===== src/rtl/core/tcc_pkg.sv =====
// ----------------------------------------------------------------------------
// tcc_pkg
// Shared constants and controller/datapath interface types for the teletype
// cursor controller.
// ----------------------------------------------------------------------------
package tcc_pkg;

  localparam int PAGE_COUNT  = 8;
  localparam int TAB_STOP    = 8;
  localparam int MAX_RESULTS = 8;

  localparam int PageIdxW = (PAGE_COUNT > 1) ? $clog2(PAGE_COUNT) : 1;
  localparam int CntW     = (MAX_RESULTS > 1) ? $clog2(MAX_RESULTS) : 1;

  localparam int InDataW  = 40;
  localparam int OutDataW = 72;
  localparam int CfgIdxW  = 3;
  localparam int CfgDataW = 16;

  // Opcodes carried in the input tuser.
  localparam logic OP_TELETYPE   = 1'b0;
  localparam logic OP_SET_CURSOR = 1'b1;

  // Character codes with a control meaning.
  localparam logic [7:0] CH_BEL   = 8'h07;
  localparam logic [7:0] CH_BS    = 8'h08;
  localparam logic [7:0] CH_TAB   = 8'h09;
  localparam logic [7:0] CH_LF    = 8'h0A;
  localparam logic [7:0] CH_CR    = 8'h0D;
  localparam logic [7:0] CH_SPACE = 8'h20;

  // Configuration register indexes.
  localparam logic [CfgIdxW-1:0] CFG_COLUMN_COUNT  = 3'd0;
  localparam logic [CfgIdxW-1:0] CFG_ROW_COUNT     = 3'd1;
  localparam logic [CfgIdxW-1:0] CFG_ACTIVE_PAGE   = 3'd2;
  localparam logic [CfgIdxW-1:0] CFG_PAGE_BYTES    = 3'd3;
  localparam logic [CfgIdxW-1:0] CFG_DISPLAY_START = 3'd4;

  // Commands from the controller to the datapath.
  typedef struct packed {
    logic load;   // take the input item and read the page cursor
    logic step;   // process one character or one tab space
    logic emit;   // form the result into the output register
  } tcc_cmd_t;

  // Status from the datapath to the controller.
  typedef struct packed {
    logic set_op;    // input item is a set cursor request
    logic page_ok;   // input page selects an existing page
    logic last;      // the result being formed ends the item
    logic out_free;  // the output register can take a result
  } tcc_status_t;

endpackage


===== src/rtl/core/teletype_cursor_controller_core.sv =====
// ----------------------------------------------------------------------------
// teletype_cursor_controller_core
// Text-mode teletype engine with per-page cursors and hardware cursor address.
// ----------------------------------------------------------------------------
// The block takes one item at a time. An ordinary character passes through
// the accept, step and result states before its single result is formed, and
// a set cursor request skips the step; the next item is accepted in the cycle
// after the final result enters the output register. A tab gives one result
// per space, with a step before each, up to eight. The single row times column
// multiplier serves both the cursor read at acceptance and the hardware cursor
// address of each result. A stalled output holds the sequence at the result
// stage. The configuration channel is always ready.
module teletype_cursor_controller_core (
  input  logic                         clk_i,
  input  logic                         rst_ni,
  // Fields from bit 0 up: char_code[7:0], char_attr[15:8], attr_enable[16],
  // page_sel[19:17], new_row[27:20], new_col[35:28], zero fill.
  input  logic [tcc_pkg::InDataW-1:0]  s_tdata_i,
  // Fields: opcode[0].
  input  logic                         s_tuser_i,
  input  logic                         s_tvalid_i,
  output logic                         s_tready_o,
  // Fields from bit 0 up: write_valid[0], write_char[8:1], write_attr[16:9],
  // attr_valid[17], write_address[33:18], scroll_up[34], beep[35],
  // cursor_row[43:36], cursor_col[51:44], hw_cursor_valid[52],
  // hw_cursor_address[68:53], zero fill.
  output logic [tcc_pkg::OutDataW-1:0] m_tdata_o,
  output logic                         m_tlast_o,
  output logic                         m_tvalid_o,
  input  logic                         m_tready_i,
  input  logic                         cfg_valid_i,
  output logic                         cfg_ready_o,
  input  logic [tcc_pkg::CfgIdxW-1:0]  cfg_index_i,
  input  logic [tcc_pkg::CfgDataW-1:0] cfg_data_i
);
  import tcc_pkg::*;

  tcc_cmd_t    cmd;
  tcc_status_t status;

  assign cfg_ready_o = 1'b1;

  tcc_ctrl u_ctrl (
    .clk_i      (clk_i),
    .rst_ni     (rst_ni),
    .s_tvalid_i (s_tvalid_i),
    .s_tready_o (s_tready_o),
    .status_i   (status),
    .cmd_o      (cmd)
  );

  tcc_datapath u_datapath (
    .clk_i       (clk_i),
    .rst_ni      (rst_ni),
    .cfg_valid_i (cfg_valid_i),
    .cfg_index_i (cfg_index_i),
    .cfg_data_i  (cfg_data_i),
    .s_tdata_i   (s_tdata_i),
    .s_tuser_i   (s_tuser_i),
    .m_tready_i  (m_tready_i),
    .cmd_i       (cmd),
    .status_o    (status),
    .m_tvalid_o  (m_tvalid_o),
    .m_tdata_o   (m_tdata_o),
    .m_tlast_o   (m_tlast_o)
  );

endmodule


===== src/rtl/core/tcc_ctrl.sv =====
// ----------------------------------------------------------------------------
// tcc_ctrl
// Sequencer for the teletype cursor controller: accepts items, steps through
// characters and tab spaces and hands each result to the output register.
// ----------------------------------------------------------------------------
module tcc_ctrl (
  input  logic                 clk_i,
  input  logic                 rst_ni,
  input  logic                 s_tvalid_i,
  output logic                 s_tready_o,
  input  tcc_pkg::tcc_status_t status_i,
  output tcc_pkg::tcc_cmd_t    cmd_o
);
  import tcc_pkg::*;

  typedef enum logic [1:0] {
    ST_IDLE,
    ST_STEP,
    ST_EMIT
  } state_e;

  state_e state_q, state_d;

  always_comb begin
    state_d    = state_q;
    cmd_o      = '0;
    s_tready_o = 1'b0;
    case (state_q)
      ST_IDLE: begin
        s_tready_o = 1'b1;
        // An item for a page that does not exist is taken and dropped.
        if (s_tvalid_i && status_i.page_ok) begin
          cmd_o.load = 1'b1;
          state_d    = status_i.set_op ? ST_EMIT : ST_STEP;
        end
      end
      ST_STEP: begin
        cmd_o.step = 1'b1;
        state_d    = ST_EMIT;
      end
      ST_EMIT: begin
        if (status_i.out_free) begin
          cmd_o.emit = 1'b1;
          state_d    = status_i.last ? ST_IDLE : ST_STEP;
        end
      end
      default: state_d = ST_IDLE;
    endcase
  end

  always_ff @(posedge clk_i or negedge rst_ni) begin
    if (!rst_ni) begin
      state_q <= ST_IDLE;
    end else begin
      state_q <= state_d;
    end
  end

endmodule


===== src/rtl/core/tcc_datapath.sv =====
// ----------------------------------------------------------------------------
// tcc_datapath
// Configuration registers, per-page cursor store, character interpretation,
// address arithmetic and the output register of the teletype controller.
// ----------------------------------------------------------------------------
module tcc_datapath (
  input  logic                         clk_i,
  input  logic                         rst_ni,
  input  logic                         cfg_valid_i,
  input  logic [tcc_pkg::CfgIdxW-1:0]  cfg_index_i,
  input  logic [tcc_pkg::CfgDataW-1:0] cfg_data_i,
  input  logic [tcc_pkg::InDataW-1:0]  s_tdata_i,
  input  logic                         s_tuser_i,
  input  logic                         m_tready_i,
  input  tcc_pkg::tcc_cmd_t            cmd_i,
  output tcc_pkg::tcc_status_t         status_o,
  output logic                         m_tvalid_o,
  output logic [tcc_pkg::OutDataW-1:0] m_tdata_o,
  output logic                         m_tlast_o
);
  import tcc_pkg::*;

  typedef struct packed {
    logic [7:0] row;
    logic [7:0] col;
    logic       scr;
  } cursor_t;

  // Configuration registers.
  logic [7:0]  cols_q, rows_q;
  logic [2:0]  active_q;
  logic [15:0] page_bytes_q, disp_start_q;

  // Cursor store: row in the upper byte, column in the lower byte.
  logic [15:0] store_q [PAGE_COUNT];

  // Input fields.
  logic [7:0] in_char, in_attr, in_row, in_col;
  logic       in_ae;
  logic [2:0] in_page;

  // Working registers of the item in progress.
  logic [2:0]      page_q;
  logic [7:0]      char_q, attr_q;
  logic            ae_q, tab_q;
  logic [7:0]      row_q, col_q;
  logic [15:0]     lin_q, page_off_q;
  logic [CntW-1:0] cnt_q;
  logic            last_q;

  // Result fields formed in the step.
  logic        wv_q, av_q, scr_q, beep_q;
  logic [7:0]  wch_q, wattr_q;
  logic [15:0] waddr_q;

  // Output register.
  logic                out_valid_q;
  logic [OutDataW-1:0] out_data_q;
  logic                out_last_q;

  logic [15:0] store_rd;
  logic [7:0]  mul_row;
  logic [15:0] prod;

  logic [7:0]  ch;
  cursor_t     c0, s1, s2, fin;
  logic        wv, bp, tab_last, last_n;
  logic [15:0] lin_col, waddr;
  logic        hwv;
  logic [15:0] hwa;

  function automatic cursor_t settle(cursor_t c, logic [7:0] cols, logic [7:0] rows);
    cursor_t r;
    r     = c;
    r.scr = 1'b0;
    if (r.col == cols) begin
      r.col = 8'd0;
      r.row = r.row + 8'd1;
    end
    if (r.row == rows) begin
      r.scr = 1'b1;
      r.row = r.row - 8'd1;
    end
    return r;
  endfunction

  assign in_char = s_tdata_i[7:0];
  assign in_attr = s_tdata_i[15:8];
  assign in_ae   = s_tdata_i[16];
  assign in_page = s_tdata_i[19:17];
  assign in_row  = s_tdata_i[27:20];
  assign in_col  = s_tdata_i[35:28];

  assign store_rd = store_q[in_page[PageIdxW-1:0]];

  // One row-times-columns multiplier, used at load and when forming a result.
  assign mul_row = cmd_i.load ? store_rd[15:8] : row_q;
  assign prod    = {8'd0, mul_row} * {8'd0, cols_q};

  always_comb begin
    ch       = tab_q ? CH_SPACE : char_q;
    c0.row   = row_q;
    c0.col   = col_q;
    c0.scr   = 1'b0;
    wv       = 1'b0;
    bp       = 1'b0;
    waddr    = '0;
    lin_col  = lin_q + {8'd0, col_q};
    case (ch)
      CH_BEL: bp = 1'b1;
      CH_BS: begin
        if (c0.col != 8'd0) c0.col = c0.col - 8'd1;
      end
      CH_CR: c0.col = 8'd0;
      CH_LF: c0.row = c0.row + 8'd1;
      default: begin
        wv     = 1'b1;
        waddr  = page_off_q + {lin_col[14:0], 1'b0};
        c0.col = c0.col + 8'd1;
      end
    endcase
    s1       = settle(c0, cols_q, rows_q);
    tab_last = tab_q && (((s1.col % 8'(TAB_STOP)) == 8'd0) ||
                         (cnt_q == CntW'(MAX_RESULTS - 1)));
    last_n   = !tab_q || tab_last;
    // The closing check after a tab run only matters with zero columns.
    s2       = settle(s1, cols_q, rows_q);
    fin      = s1;
    if (tab_last) begin
      fin     = s2;
      fin.scr = s1.scr | s2.scr;
    end
  end

  assign hwv = (page_q == active_q);
  assign hwa = hwv ? (prod + {8'd0, col_q} + {1'b0, disp_start_q[15:1]}) : 16'd0;

  always_ff @(posedge clk_i or negedge rst_ni) begin
    if (!rst_ni) begin
      cols_q       <= 8'd80;
      rows_q       <= 8'd25;
      active_q     <= 3'd0;
      page_bytes_q <= 16'd4096;
      disp_start_q <= 16'd0;
      for (int i = 0; i < PAGE_COUNT; i++) store_q[i] <= '0;
      out_valid_q  <= 1'b0;
      cnt_q        <= '0;
      last_q       <= 1'b0;
    end else begin
      if (cfg_valid_i) begin
        case (cfg_index_i)
          CFG_COLUMN_COUNT:  cols_q       <= cfg_data_i[7:0];
          CFG_ROW_COUNT:     rows_q       <= cfg_data_i[7:0];
          CFG_ACTIVE_PAGE:   active_q     <= cfg_data_i[2:0];
          CFG_PAGE_BYTES:    page_bytes_q <= cfg_data_i;
          CFG_DISPLAY_START: disp_start_q <= cfg_data_i;
          default: ;
        endcase
      end
      if (cmd_i.load) begin
        cnt_q  <= '0;
        last_q <= (s_tuser_i == OP_SET_CURSOR);
        if (s_tuser_i == OP_SET_CURSOR) begin
          store_q[in_page[PageIdxW-1:0]] <= {in_row, in_col};
        end
      end
      if (cmd_i.step) begin
        cnt_q                         <= cnt_q + CntW'(1);
        last_q                        <= last_n;
        store_q[page_q[PageIdxW-1:0]] <= {fin.row, fin.col};
      end
      if (cmd_i.emit) begin
        out_valid_q <= 1'b1;
      end else if (m_tready_i) begin
        out_valid_q <= 1'b0;
      end
    end
  end

  always_ff @(posedge clk_i) begin
    if (cmd_i.load) begin
      page_q     <= in_page;
      char_q     <= in_char;
      attr_q     <= in_attr;
      ae_q       <= in_ae;
      tab_q      <= (s_tuser_i == OP_TELETYPE) && (in_char == CH_TAB);
      page_off_q <= 16'({13'd0, in_page} * page_bytes_q);
      wv_q       <= 1'b0;
      wch_q      <= 8'd0;
      wattr_q    <= 8'd0;
      av_q       <= 1'b0;
      waddr_q    <= 16'd0;
      scr_q      <= 1'b0;
      beep_q     <= 1'b0;
      if (s_tuser_i == OP_SET_CURSOR) begin
        row_q <= in_row;
        col_q <= in_col;
      end else begin
        row_q <= store_rd[15:8];
        col_q <= store_rd[7:0];
        lin_q <= prod;
      end
    end
    if (cmd_i.step) begin
      row_q   <= fin.row;
      col_q   <= fin.col;
      wv_q    <= wv;
      wch_q   <= wv ? ch : 8'd0;
      wattr_q <= wv ? attr_q : 8'd0;
      av_q    <= wv & ae_q;
      waddr_q <= waddr;
      scr_q   <= fin.scr;
      beep_q  <= bp;
    end
    if (cmd_i.emit) begin
      // The cursor after this result starts the next tab space.
      lin_q      <= prod;
      out_last_q <= last_q;
      out_data_q <= {3'd0, hwa, hwv, col_q, row_q, beep_q, scr_q, waddr_q,
                     av_q, wattr_q, wch_q, wv_q};
    end
  end

  assign status_o.set_op   = (s_tuser_i == OP_SET_CURSOR);
  assign status_o.page_ok  = ({1'b0, in_page} < 4'(PAGE_COUNT));
  assign status_o.last     = last_q;
  assign status_o.out_free = !out_valid_q || m_tready_i;

  assign m_tvalid_o = out_valid_q;
  assign m_tdata_o  = out_data_q;
  assign m_tlast_o  = out_last_q;

endmodule


===== config.mk =====
export PLATFORM = sky130hd
export DESIGN_NAME = teletype_cursor_controller_core
export DESIGN_NICKNAME = d
export VERILOG_FILES = /design/src/rtl/core/tcc_pkg.sv /design/src/rtl/core/teletype_cursor_controller_core.sv /design/src/rtl/core/tcc_ctrl.sv /design/src/rtl/core/tcc_datapath.sv
export SDC_FILE = /design/constraint.sdc
export NUM_CORES = 1
export LEC_CHECK = 0
export BUFFER_PORTS_ARGS = -buffer_cell sky130_fd_sc_hd__buf_4
export CAP_MARGIN = 20
export CORE_MARGIN = 4
export CORE_UTILIZATION = 50
export CTS_BUF_LIST = sky130_fd_sc_hd__clkbuf_16
export CTS_CLUSTER_DIAMETER = 60
export CTS_CLUSTER_SIZE = 25
export DETAILED_ROUTE_END_ITERATION = 10
export GPL_TIMING_DRIVEN = 0
export MAX_ROUTING_LAYER = met4
export PLACE_DENSITY = 0.76
export SYNTH_ARGS = -nofsm -noshare
export SYNTH_HDL_FRONTEND = slang
export SYNTH_SLANG_ARGS = --single-unit
export TNS_END_PERCENT = 5

===== constraint.sdc =====
create_clock -name clk_i -period 9.7 [get_ports clk_i]
set_clock_uncertainty 0.05 [all_clocks]
set_input_delay 1.94 -clock clk_i [delete_from_list [all_inputs] [get_ports clk_i]]
set_output_delay 1.94 -clock clk_i [all_outputs]
set_load 0.1 [all_outputs]

==> run_results.csv, run 1 <==
group,metric,value,unit
detailed_routing,via_per_inst,6.25,
die,core,47500,sq um
logic_synthesis,synth_top_cell_by_area,"edfxtp_1",
global_route,antenna_found_initial,0,
final_layout,num-nets-final,2822,
timing,tightest_slew,1.10,ns
worst_setup_path,reg2reg_from,"u_datapath.tab_q",
worst_setup_path,crit_required,9.97,ns
logic_synthesis,synthCells,2426,
timing,slew_headroom,0.266,
worst_setup_path,critPathCaptureType,"register",
final_layout,fin_util,0.571,
clock_tree,cts-buffers-inserted,35,
flow_run,maxCapViolations,0,
placement,dpl.hpwl,58100,um
clock_tree,cts_sinks,359,
timing,report.final.slew_viol_count,0,
hold_path,hold_start,"u_datapath.waddr_q[10]",
worst_setup_path,path_max_fanout,10,
hold_path,whs_path_depth,0,
detailed_routing,drcViolationCount,0,
detailed_routing,vias,20217,
worst_setup_path,critPathMaxStageDelay,0.69,ns
logic_synthesis,synth_edf_count,174,
final_layout,final_cells,3236,
timing,rsz0062_at_grt,"no",
timing,layout_min_cycle_time,9.29,ns
timing,finalSetupViolCount,0,
detailed_routing,drt_iter0_markers,2113,
worst_setup_path,cp.buffers_inverters,6,
detailed_routing,routedWlPerCell,24.3,um
detailed_routing,antenna_left,0,
logic_synthesis,synth_ff_type,"dfrtp_1",
worst_setup_path,reg2reg_depth,30,
logic_synthesis,syn_avg_cell_area,9.89,sq um
detailed_routing,wl,78700,um
worst_setup_path,crit_arrival,9.56,ns
die,die_w,227,um
worst_setup_path,reg2reg_slack,0.41,ns
clock_tree,htree_levels,2,
worst_setup_path,worst_path_max_delay_cell,"or4b_1",
global_route,track_usage,0.309,
worst_setup_path,cpMostUsedCell,"nor3_2",
clock_tree,clk_latency,0.59,ns
final_layout,syn_to_final_growth,13.2,%
clock_tree,cts_tree,"built",
timing,hold_ws,0.373,ns
logic_synthesis,yosysWarnings,0,
die,start_util,0.505,
placement,gp_congestion,0.964,
logic_synthesis,synth_area_leaders,"edfxtp_1, dfrtp_1, ha_1",
final_layout,n_antenna_cell,0,
clock_tree,clockBufferDepth,3,
logic_synthesis,ys_ff_latch,359,
timing,min_period_over_period,0.957,
logic_synthesis,yosysTopAreaCellShare,0.218,
outcome,status,"finished clean",
worst_setup_path,path_class,"reg -> reg",
worst_setup_path,cp_top_family,"simple AND/OR/NAND/NOR gates",
hold_path,hold_path_end,"u_datapath.m_tdata_o[28]",
clock_tree,cts_root_buf,"clkbuf_16",
global_route,grt_pass1_wl,119000,um
hold_path,hold_class,"reg -> reg",
global_route,grt_max_degree,109,
placement,dpl.cell_count,3172,
die,chipHeight,227,um
placement,portBuffers,120,
die,num_rows,80,
timing,max_freq,108,MHz
clock_tree,cts_setup_buffers,0,
worst_setup_path,r2r_end,"u_datapath.row_q[5]",
die,io_pins,141,
timing,final-hold-violation-count,0,
detailed_routing,first_pass_iters,6,
worst_setup_path,critical_path.startpoint_type,"register",
clock_tree,clk_pin_slew,0.08,ns
logic_synthesis,seq_area_frac_synth,0.411,
global_route,grt_pass1_vias,19834,
logic_synthesis,async_flop_share,0.515,
die,dieArea,51600,sq um
global_route,gr-total-overflow,0,
logic_synthesis,syn_area,24000,sq um
logic_synthesis,synth.distinct_cells,97,
final_layout,layout-drive-gt1-share,0.137,
## worst register-to-register path, delay by kind of cell, from the launching register on
| family | cells | cell delay [ns] |
|---|---|---|
| buf+inv | 6 | 1.14 |
| xor+xnor | 5 | 1.49 |
| flops | 1 | 0.38 |
| simple gates | 11 | 3.63 |
| compound gates | 5 | 1.34 |
| mux | 1 | 0.40 |
| fa+ha+maj | 2 | 0.60 |
## flip-flops by register name, indices dropped and copies added, names as in the netlist, 2 cells and up
| signal | count |
|---|---|
| u_datapath.row_q | 8 |
| u_datapath.page_bytes_q | 16 |
| u_datapath.char_q | 8 |
| u_datapath.wattr_q | 8 |
| u_datapath.lin_q | 15 |
| u_datapath.page_q | 3 |
| u_datapath.rows_q | 8 |
| u_datapath.col_q | 8 |
| u_datapath.cols_q | 8 |
| u_datapath.wch_q | 8 |
| u_datapath.cnt_q | 3 |
| u_datapath.disp_start_q | 15 |
| u_datapath.active_q | 3 |
| u_datapath.store_q | 128 |
| u_datapath.m_tdata_o | 69 |
| u_datapath.attr_q | 8 |
| u_datapath.page_off_q | 16 |
| u_datapath.waddr_q | 16 |
| u_ctrl.state_q | 2 |
## cell usage after synthesis (5+ instances only)
master     count
o21ai_0      123
o22ai_1       41
inv_1        180
xor2_1        27
nor3b_1        6
buf_2          7
o211ai_1       9
o221a_1        6
buf_1         18
mux2_2        64
or3_1          7
dfrtp_1      179
a22oi_1       18
nor2_1       148
a221oi_2       5
xnor2_1       94
nand4_1       20
o21a_1         7
nor2b_1       42
o2111ai_1     35
nand3_1       73
o21bai_1      36
nor4_1        14
buf_4          5
o21ai_1       10
edfxtp_1     174
buf_6          5
a31oi_1       14
nand3b_1       7
and3_1        29
ha_1         102
a211oi_1      28
and2_1        26
nor3_1        73
mux2i_1       98
clkbuf_1     114
a21o_1        13
a21oi_1      107
nand2b_1      24
mux4_2        20
dfstp_2        6
nand2_1      266
fa_1          61
## metal layers
| layer | share of wire | GRT usage | vias to the layer above |
|---|---|---|---|
| met5 | 0 | - | - |
| met3 | 0.080 | 0.0515 | 218 |
| met4 | 0.041 | 0.117 | 0 |
| li1 | - | - | 8975 |
| met1 | 0.41 | 0.403 | 9984 |
| met2 | 0.47 | 0.491 | 1040 |
## cells in the final DEF (no fill, tap or decap), drive strengths merged, types with 42 or more instances in the layout
cell    Yosys  layout
nand2     267     267
inv       180     194
dfrtp     179     179
edfxtp    174     174
buf        35     165
nor2      150     150
clkbuf    114     148
o21ai     134     134
a21oi     107     107
ha        102     102
mux2i      99      99
xnor2      95      95
nand3      74      74
nor3       74      74
mux2       66      66
fa         61      61
nor2b      42      42
## cell type report
class	instances	area, sq um
Buffer	147	627
Clock buffer	35	876
Clock inverter	29	343
Fill cell	4023	20400
Inverter	180	676
Multi-Input combinational cell	1740	12900
Sequential cell	359	9860
Tap cell	615	769
Timing Repair Buffer	131	1080
## worst max-delay path by stage
stage / startpoint / endpoint / slack (ns) / cells past startpoint
2_1_floorplan: u_ctrl.state_q[1] / u_datapath.m_tdata_o[68] / 0.66 / 29
6_report: u_datapath.tab_q / u_datapath.row_q[5] / 0.41 / 30
3_5_place_dp: s_tdata_i[17] / u_datapath.m_tdata_o[68] / -1.10 / 32
3_3_place_gp: s_tdata_i[17] / u_datapath.m_tdata_o[68] / -1.08 / 32
5_1_grt: u_datapath.tab_q / u_datapath.row_q[5] / 0.007 / 30
4_1_cts: u_datapath.tab_q / u_datapath.row_q[5] / 0.001 / 27
## cells by family after synthesis
| kind of cell | count (synthesis) | synth area share |
|---|---|---|
| compound gates | 497 | 0.137 |
| other cells | 2 | 0.000313 |
| fa+ha+maj | 163 | 0.104 |
| buf+inv | 329 | 0.0542 |
| mux | 185 | 0.0919 |
| simple gates | 766 | 0.154 |
| flops | 359 | 0.411 |
| xor+xnor | 125 | 0.0475 |
## stage by stage
stage / TNS (ns) / instance area [sq um] / setup WS [ns]
2_1_floorplan: 0 / 24000 / 0.665
3_3_place_gp: -13.83 / 25700 / -1.08
3_5_place_dp: -11.41 / 25900 / -1.10
4_1_cts: 0 / 27100 / 0.00136
5_1_grt: 0 / 27200 / 0.00725
6_report: 0 / 27200 / 0.412
## what timing repair did
action / CTS / global route
endpoints found under the setup margin: 41 / 45
hold endpoints to repair: 0 / 0
pin swaps: 0 / 0
hold buffers: 0 / 0
resized for setup: 7 / 20
Power of run 1 is left out: the tool's default activity adds up to more than one toggle a clock period on the data nets, which glitch-free logic cannot reach.
==> run 2: changes to the inputs <==
--- a/config.mk
+++ b/config.mk
@@ -14,8 +14,8 @@
 export CTS_CLUSTER_SIZE = 25
 export DETAILED_ROUTE_END_ITERATION = 10
 export GPL_TIMING_DRIVEN = 0
-export MAX_ROUTING_LAYER = met4
 export PLACE_DENSITY = 0.76
+export SLEW_MARGIN = 5
 export SYNTH_ARGS = -nofsm -noshare
 export SYNTH_HDL_FRONTEND = slang
 export SYNTH_SLANG_ARGS = --single-unit
==> run_results.csv, run 2 (same netlist as run 1, synthesis figures left out) <==
group,metric,value,unit
worst_setup_path,critical_path.startpoint_type,"register",
final_layout,num-nets-final,2820,
timing,rsz0062_at_grt,"no",
global_route,track_usage,0.300,
worst_setup_path,crit_arrival,9.64,ns
detailed_routing,routedWlPerCell,24.2,um
hold_path,hold_start,"u_datapath.wattr_q[3]",
final_layout,fin_area,27100,sq um
final_layout,syn_to_final_growth,13.1,%
timing,tightest_slew,1.02,ns
worst_setup_path,path_class,"reg -> reg",
timing,min_period_over_period,0.967,
die,die_w,227,um
worst_setup_path,crit_required,9.96,ns
clock_tree,cts-buffers-inserted,35,
clock_tree,clockBufferDepth,3,
worst_setup_path,critPathCaptureType,"register",
detailed_routing,vias,20275,
worst_setup_path,worst_path_max_delay_cell,"or4b_1",
timing,max_freq,107,MHz
worst_setup_path,cp-startpoint,"u_datapath.tab_q",
worst_setup_path,critPathMaxStageDelay,0.69,ns
detailed_routing,drcViolationCount,0,
global_route,grt_pass1_vias,20269,
timing,layout_min_cycle_time,9.38,ns
die,start_util,0.505,
detailed_routing,drt_iter0_markers,1981,
worst_setup_path,reg2reg_from,"u_datapath.tab_q",
detailed_routing,first_pass_iters,5,
timing,finalSetupViolCount,0,
clock_tree,clk_latency,0.59,ns
clock_tree,clk_pin_slew,0.09,ns
die,io_pins,141,
final_layout,fillers,4008,
clock_tree,htree_levels,2,
die,chipHeight,227,um
detailed_routing,wl,78300,um
worst_setup_path,path_max_fanout,10,
flow_run,maxCapViolations,0,
final_layout,n_antenna_cell,0,
worst_setup_path,reg2reg_slack,0.32,ns
final_layout,largest_reg_flops,128,
die,core,47500,sq um
global_route,gr-total-overflow,0,
worst_setup_path,cp.buffers_inverters,4,
timing,report.final.slew_viol_count,0,
worst_setup_path,reg2reg_depth,27,
final_layout,top_register,"u_datapath.store_q",
final_layout,layout_commonest_cell,"nand2_1",
die,num_rows,80,
placement,dpl.hpwl,58100,um
worst_setup_path,cp_top_family,"simple AND/OR/NAND/NOR gates",
worst_setup_path,cpMostUsedCell,"nand2_1",
detailed_routing,antenna_left,0,
worst_setup_path,crit_end,"u_datapath.row_q[5]",
clock_tree,cts_root_buf,"clkbuf_16",
die,dieArea,51600,sq um
final_layout,layout-drive-gt1-share,0.137,
global_route,grt_pass1_wl,119000,um
hold_path,hold_class,"reg -> reg",
detailed_routing,via_per_inst,6.27,
worst_setup_path,r2r_end,"u_datapath.row_q[5]",
placement,place_area,25800,sq um
placement,portBuffers,120,
final_layout,final_cell_mix,"nand2_1, inv_1, dfrtp_1, edfxtp_1, nor2_1",
clock_tree,holdBufCountCts,0,
global_route,antenna_found_initial,0,
clock_tree,cts_tree,"built",
clock_tree,cts_setup_buffers,0,
worst_setup_path,path_depth,27,
timing,slew_headroom,0.312,
clock_tree,cts_sinks,359,
outcome,status,"finished clean",
placement,gp_congestion,0.985,
timing,final-hold-violation-count,0,
global_route,grt_max_degree,106,
[run 2: per-layer routing]
metal	track usage	vias to the layer above	routed length [um]
li1	-	8992	-
met1	0.397	9958	31200
met2	0.493	1102	36900
met3	0.0556	223	6690
met4	0.122	0	3540
met5	0	-	0
[run 2: repair_timing]
action | in CTS | in global routing
pin swaps | 0 | 0
resized for setup | 8 | 23
setup endpoints to repair | 42 | 38
[run 2: how the worst min path moves through the flow]
stage / end / depth (start not counted) / slack, ns
2_1_floorplan: u_datapath.m_tdata_o[0] / 0 / 0.35
3_3_place_gp: u_datapath.m_tdata_o[13] / 0 / 0.35
3_5_place_dp: u_datapath.m_tdata_o[12] / 0 / 0.35
4_1_cts: u_datapath.m_tdata_o[24] / 0 / 0.37
5_1_grt: u_datapath.m_tdata_o[16] / 0 / 0.38
6_report: u_datapath.m_tdata_o[12] / 0 / 0.37
[run 2: stage by stage]
| stage | utilization | hold WS (ns) | setup TNS (ns) | std cells | setup WS (ns) |
|---|---|---|---|---|---|
| floorplan | - | 0.350 | 0 | 2428 | 0.665 |
| global placement | 0.540 | 0.354 | -13.08 | 3163 | -1.11 |
| detailed placement | 0.544 | 0.355 | -12.52 | 3171 | -1.15 |
| CTS | 0.570 | 0.373 | 0 | 3234 | 0.0322 |
| global route | 0.571 | 0.385 | 0 | 3233 | 0.0149 |
| finish | 0.571 | 0.369 | 0 | 3233 | 0.320 |
[run 2: final cells by class]
| class | instances | area [sq um] | share of cell area |
|---|---|---|---|
| multi-input combinational | 1740 | 12900 | 0.477 |
| sequential | 359 | 9860 | 0.363 |
| timing repair buffer | 129 | 1050 | 0.0387 |
| clock buffer | 35 | 876 | 0.0323 |
| tap | 615 | 769 | 0.0284 |
| inverter | 180 | 676 | 0.0249 |
| buffer | 147 | 633 | 0.0233 |
| clock inverter | 28 | 332 | 0.0122 |
Power of run 2 is left out for the same reason.
==> run 3: changes to the inputs <==
--- a/config.mk
+++ b/config.mk
@@ -14,7 +14,7 @@
 export CTS_CLUSTER_SIZE = 25
 export DETAILED_ROUTE_END_ITERATION = 10
 export GPL_TIMING_DRIVEN = 0
-export PLACE_DENSITY = 0.76
+export PLACE_DENSITY = 0.66
 export SLEW_MARGIN = 5
 export SYNTH_ARGS = -nofsm -noshare
 export SYNTH_HDL_FRONTEND = slang
==> constraint.sdc (replaced) <==
create_clock -name clk_i -period 9.7 [get_ports clk_i]
set_clock_uncertainty 0.05 [all_clocks]
set_input_delay 2.91 -clock clk_i [delete_from_list [all_inputs] [get_ports clk_i]]
set_output_delay 2.91 -clock clk_i [all_outputs]
set_load 0.1 [all_outputs]
==> run_results.csv, run 3 (same netlist as run 1, synthesis figures left out) <==
group,metric,value,unit
worst_setup_path,cp_top_family,"adder cells",
final_layout,n_antenna_cell,0,
clock_tree,holdBufCountCts,0,
timing,finalSetupViolCount,0,
worst_setup_path,worst_path_max_delay_cell,"fa_1",
global_route,track_usage,0.300,
die,chipHeight,227,um
worst_setup_path,reg2reg_slack,0.37,ns
global_route,gr-total-overflow,0,
outcome,status,"finished clean",
placement,gp_congestion,0.950,
hold_path,hold_start,"u_datapath.wattr_q[3]",
die,core,47500,sq um
detailed_routing,via_per_inst,6.19,
worst_setup_path,critical_path.startpoint_type,"input pin",
worst_setup_path,path_max_fanout,10,
worst_setup_path,r2r_end,"u_datapath.row_q[7]",
worst_setup_path,cpMostUsedCell,"fa_1",
global_route,antenna_found_initial,0,
timing,rsz0062_at_grt,"yes",
clock_tree,htree_levels,2,
worst_setup_path,path_depth,31,
die,die_w,227,um
global_route,grt_pass1_vias,19792,
final_layout,final_cell_mix,"nand2_1, inv_1, dfrtp_1, edfxtp_1, nor2_1",
detailed_routing,wl,78000,um
final_layout,top_register,"u_datapath.store_q",
hold_path,hold_class,"reg -> reg",
hold_path,hold_path_end,"u_datapath.m_tdata_o[12]",
clock_tree,cts_root_buf,"clkbuf_16",
worst_setup_path,cp-startpoint,"s_tdata_i[17]",
worst_setup_path,cp.buffers_inverters,6,
clock_tree,cts_sinks,359,
clock_tree,cts-buffers-inserted,36,
global_route,grt_max_degree,98,
placement,portBuffers,120,
final_layout,fillers,4125,
worst_setup_path,critPathMaxStageDelay,0.56,ns
clock_tree,clk_pin_slew,0.08,ns
worst_setup_path,reg2reg_from,"u_datapath.tab_q",
timing,layout_min_cycle_time,9.36,ns
final_layout,num-nets-final,2819,
detailed_routing,drcViolationCount,0,
clock_tree,cts_tree,"built",
flow_run,maxCapViolations,0,
detailed_routing,drt_iter0_markers,2085,
die,start_util,0.505,
detailed_routing,vias,20005,
final_layout,largest_reg_flops,128,
detailed_routing,antenna_left,0,
timing,final-hold-violation-count,0,
worst_setup_path,critPathCaptureType,"register",
worst_setup_path,crit_required,9.95,ns
worst_setup_path,reg2reg_depth,28,
final_layout,final_cells,3234,
global_route,grt_pass1_wl,119000,um
worst_setup_path,path_class,"in -> reg",
hold_path,whs_path_depth,0,
timing,max_freq,107,MHz
die,io_pins,141,
timing,report.final.slew_viol_count,0,
worst_setup_path,crit_arrival,9.61,ns
placement,dpl.cell_count,3171,
timing,tightest_slew,1.04,ns
die,num_rows,80,
final_layout,layout_commonest_cell,"nand2_1",
final_layout,syn_to_final_growth,14.1,%
clock_tree,cts_setup_buffers,0,
clock_tree,clockBufferDepth,3,
detailed_routing,routedWlPerCell,24.1,um
timing,slew_headroom,0.304,
timing,min_period_over_period,0.965,
placement,dpl.hpwl,58100,um
clock_tree,clk_latency,0.61,ns
final_layout,layout-drive-gt1-share,0.145,
die,dieArea,51600,sq um
detailed_routing,first_pass_iters,6,
==> run 3: final cells by class <==
| cell class | count | area [sq um] | area share |
|---|---|---|---|
| flip-flops and latches | 359 | 9860 | 0.360 |
| clock buffers | 36 | 901 | 0.0329 |
| well taps | 615 | 769 | 0.0281 |
| repair buffers | 129 | 1060 | 0.0389 |
| inverters | 180 | 676 | 0.0247 |
| plain buffers | 145 | 667 | 0.0244 |
| multi-input cells | 1740 | 13100 | 0.478 |
| clock inverters | 30 | 354 | 0.0129 |
==> run 3: repair_timing <==
action,in CTS,in global routing
setup endpoints to repair,73,58
resized for setup,30,42
pin swaps,0,2
==> run 3: metal layers <==
metal,vias up,routed length (um),global-route usage
li1,8979,-,-
met1,9933,32100,0.410
met2,925,36600,0.490
met3,168,6610,0.0594
met4,0,2700,0.0894
met5,-,0,0
==> run 3: through the flow <==
| stage | utilization | setup TNS, ns | worst slack [ns] | hold slack, ns | area (sq um) |
|---|---|---|---|---|---|
| final | 0.576 | 0 | 0.344 | 0.362 | 27400 |
| after global placement | 0.540 | -22.69 | -1.82 | 0.354 | 25700 |
| after global routing | 0.576 | -0.123 | -0.0515 | 0.366 | 27400 |
| after CTS | 0.572 | -0.0408 | -0.0408 | 0.365 | 27200 |
| after floorplan | - | 0 | 0.0743 | 0.350 | 24000 |
| after detailed placement | 0.544 | -24.45 | -1.82 | 0.355 | 25900 |
==> run 3: worst max path at each step <==
stage / end / slack, ns
after floorplan: u_datapath.m_tdata_o[68] / 0.07
after global placement: u_datapath.m_tdata_o[68] / -1.82
after detailed placement: u_datapath.m_tdata_o[68] / -1.82
after CTS: u_datapath.m_tdata_o[68] / -0.04
after global routing: u_datapath.store_q[111] / -0.05
final: u_datapath.m_tdata_o[68] / 0.34
Power of run 3 is left out for the same reason.
